$ cat src/hdl/c8x_pkg.sv
// ----------------------------------------------------------------------------
// c8x_pkg: shared types and constants of the CHIP-8 execute core
// Request codes, status codes, field widths and parameter defaults.
// ----------------------------------------------------------------------------
package c8x_pkg;

   localparam int MemBytesDef   = 4096;
   localparam int StackDepthDef = 16;
   localparam int StartAddrDef  = 512;

   localparam int AddrW = 12;
   localparam int ByteW = 8;

   typedef enum logic [1:0] {
      REQ_MEM_WRITE = 2'd0,
      REQ_MEM_READ  = 2'd1,
      REQ_EXECUTE   = 2'd2,
      REQ_REG_READ  = 2'd3
   } req_kind_type;

   typedef enum logic [1:0] {
      ST_OK        = 2'd0,
      ST_UNIMPL    = 2'd1,
      ST_OVERFLOW  = 2'd2,
      ST_UNDERFLOW = 2'd3
   } status_type;

   typedef struct packed {
      logic [1:0]       req_type;
      logic [AddrW-1:0] address;
      logic [ByteW-1:0] write_data;
      logic [3:0]       reg_index;
      logic [ByteW-1:0] random_byte;
   } req_item_type;

   typedef struct packed {
      logic [ByteW-1:0] read_data;
      logic [AddrW-1:0] pc_value;
      logic [AddrW-1:0] index_value;
      logic [ByteW-1:0] delay_value;
      logic [ByteW-1:0] sound_value;
      logic [1:0]       status;
   } rsp_item_type;

   // memory port request from the sequencer
   typedef struct packed {
      logic             wr;
      logic [AddrW-1:0] addr;
      logic [ByteW-1:0] wdata;
   } mem_cmd_type;

endpackage

$ cat src/hdl/c8x_bcd.sv
// ----------------------------------------------------------------------------
// c8x_bcd: byte to decimal digits
// Splits a byte into hundreds, tens and ones by constant compares and a reciprocal multiply.
// ----------------------------------------------------------------------------
module c8x_bcd import c8x_pkg::*; (
   input  logic [ByteW-1:0] value,
   output logic [ByteW-1:0] hundreds,
   output logic [ByteW-1:0] tens,
   output logic [ByteW-1:0] ones
);
   logic [ByteW-1:0] rem1;
   logic [6:0]       q10;

   // hundreds by two compares
   always_comb begin
      if (value >= 8'd200) begin
         hundreds = 8'd2;
         rem1     = value - 8'd200;
      end else if (value >= 8'd100) begin
         hundreds = 8'd1;
         rem1     = value - 8'd100;
      end else begin
         hundreds = 8'd0;
         rem1     = value;
      end
   end

   // tens by reciprocal multiply: (r*205)>>11 is exact below 100
   logic [15:0] prod;
   assign prod  = 16'(rem1) * 16'd205;
   assign q10   = 7'(prod >> 11);
   assign tens  = {1'b0, q10};
   assign ones  = rem1 - 8'(q10 * 7'd10);
endmodule

$ cat config.mk
export PLATFORM = sky130hd
export DESIGN_NAME = c8x_bcd
export DESIGN_NICKNAME = d
export VERILOG_FILES = /design/src/hdl/c8x_pkg.sv /design/src/hdl/c8x_bcd.sv
export SDC_FILE = /design/constraint.sdc
export NUM_CORES = 1
export LEC_CHECK = 0
export ABC_AREA = 0
export ABC_CLOCK_PERIOD_IN_PS = 12250
export BUFFER_PORTS_ARGS = -buffer_cell sky130_fd_sc_hd__buf_2
export CAP_MARGIN = 30
export CORE_ASPECT_RATIO = 1.1
export CORE_UTILIZATION = 45
export DETAILED_ROUTE_END_ITERATION = 8
export GPL_TIMING_DRIVEN = 0
export PLACE_DENSITY_LB_ADDON = 0.05
export SYNTH_ARGS = -nofsm -noshare
export SYNTH_HDL_FRONTEND = slang
export SYNTH_SLANG_ARGS = --single-unit
$ cat constraint.sdc
create_clock -name vclk -period 12.25
set_input_delay 2.45 -clock vclk [all_inputs]
set_output_delay 2.45 -clock vclk [all_outputs]
set_load 0.005 [all_outputs]
==> results.toml <==
[detailed_routing]
drtAntennaViolNets = 0
drc = 0
via_per_inst = 5.006
drtPass1Iterations = 4
vias = 1667
drt_wl_total_um = 4449
routedWlPerCell_um = 13.36
drt-initial-drc-count = 48

[floorplanning]
fp.dieW_um = 63.99
chipHeight_um = 70.18
core_area_um2 = 3994
dieArea_um2 = 4490
start_util_pct = 47.62
placementRows = 24
io_pins = 32

[place]
gp_congestion = 0.7925
port_buffers = 21
dp.cells = 302
dp_hpwl_um = 3323
post_dp_cell_area_um2 = 2102

[clocking]
cts_hold_buf = 0

[finish]
multiInputGateArea_um2 = 1863
area.sequential_um2 = 0
instances_no_fill = 333
antenna_cells = 0
drive_above_1_share_pct = 37.37
seq_cells = 0
mostFrequentLayoutCells = "ha_1, buf_4, inv_1"
nClkBuffers = 0
final_common_cell = "ha_1"
syn_to_final_growth_pct = 34.93
fill_cells = 369
final_area_um2 = 2566
fin_nets = 359

[run]
max-cap-violations = 0

[timing]
setup_viol = 0
period_minus_slack_ns = 12.18
finalMaxSlewViolations = 0
max_clock_freq_mhz = 82.14
relSlewSlack_pct = 61.53
hold_violations = 0
worst_pin_slew_ns = 0.5770
final.period_utilization_pct = 99.39
grt_setup_unrepaired = "true"

[setup_path]
start_kind = "input port"
endpoint_kind = "primary output"
max_stage_delay_ns = 0.51
crit_cells = 34
required_ns = 9.80
critPathMaxFanout = 7
crit_slowest_cell = "fa_1"
crit_type = "input port to primary output"
critPathTopFamily = "adder cells"
critPathArrivalTime_ns = 9.73
cp.buffers_inverters = 6

[global_route]
track_usage_pct = 18.77
grt_pass1_vias = 1533
grt_max_degree = 11
antenna_found_initial = 0
grt_pass1_wl_um = 6796
overflow = 0

[synthesis]
syn-instance-count = 221
ys.warnings.count = 0
synth_area_um2 = 1902
ys_seq_area_share_pct = 0
yosysUniqueCellTypes = 43
syn_avg_cell_area_um2 = 8.606

[worst_hold_path]
hold_path.class = "input port to primary output"
whs_path_depth = 3

[run_status]
outcome = "finished clean"
==> per-layer routing <==
| layer | vias up | track usage [%] | share of wire, % |
|---|---|---|---|
| met5 | - | 0 | 0 |
| met2 | 37 | 36.52 | 54 |
| li1 | 854 | - | - |
| met1 | 774 | 24.05 | 42 |
| met4 | 0 | 0 | 0.38 |
| met3 | 2 | 0.1634 | 2.8 |
==> cell usage after synthesis (all sizes together), types with 2 or more instances <==
cell	instances	area share, %
inv	44	8.7
a211oi	2	0.79
nor3	3	0.79
maj3	2	1.1
o21a	2	0.79
a211o	2	0.92
nor2	8	1.7
ha	56	37
a2111oi	2	1.9
a21oi	13	3.8
nand2	5	0.99
a21o	4	1.6
xor2	9	4.1
fa	12	13
nand3	3	0.79
a31oi	2	0.66
and2	6	2.0
o21bai	2	0.79
xnor2	12	5.5
buf	12	4.6
o21ai	4	1.1
==> metrics by stage <==
stage | setup WS [ns] | setup TNS, ns | hold WS [ns] | utilization (%)
2_1_floorplan | 0.3543 | 0 | 4.981 | -
3_3_place_gp | -0.8533 | -1.368 | 5.256 | 52.63
3_5_place_dp | -0.8569 | -1.414 | 5.257 | 52.63
4_1_cts | 0.004839 | 0 | 5.256 | 57.64
5_1_grt | -0.2235 | -0.2235 | 5.204 | 64.25
6_report | 0.07497 | 0 | 5.181 | 64.25
==> kinds of logic (layout without fill, tap and decap cells) <==
group / count (synthesis) / count (layout) / synth area share [%]
other: 1 / 9 / 0.1972
muxes: 1 / 1 / 0.5263
xor gates and xnor gates: 22 / 22 / 10.92
and+or+nand+nor: 31 / 31 / 8.751
buffers and inverters: 56 / 108 / 13.29
AOI/OAI and AO/OA: 40 / 40 / 15.79
adders and majority gates: 70 / 70 / 50.53
==> worst paths after layout <==
kind / from / to
max: value[3] / ones[7]
min: value[0] / ones[0]
==> final cells by class <==
cell class	count	share of cell area (%)
inverters	44	6.631
well taps	52	2.535
multi-input cells	173	72.60
repair buffers	52	14.82
plain buffers	12	3.413
==> timing repair <==
item / CTS / global route
buffers inserted: 18 / 13
pin swaps: 10 / 28
endpoints found under the setup margin: 3 / 3
gates resized for setup: 14 / 46
Power is left out: the tool's default activity adds up to more than one toggle a clock period on the data nets, which glitch-free logic cannot reach.
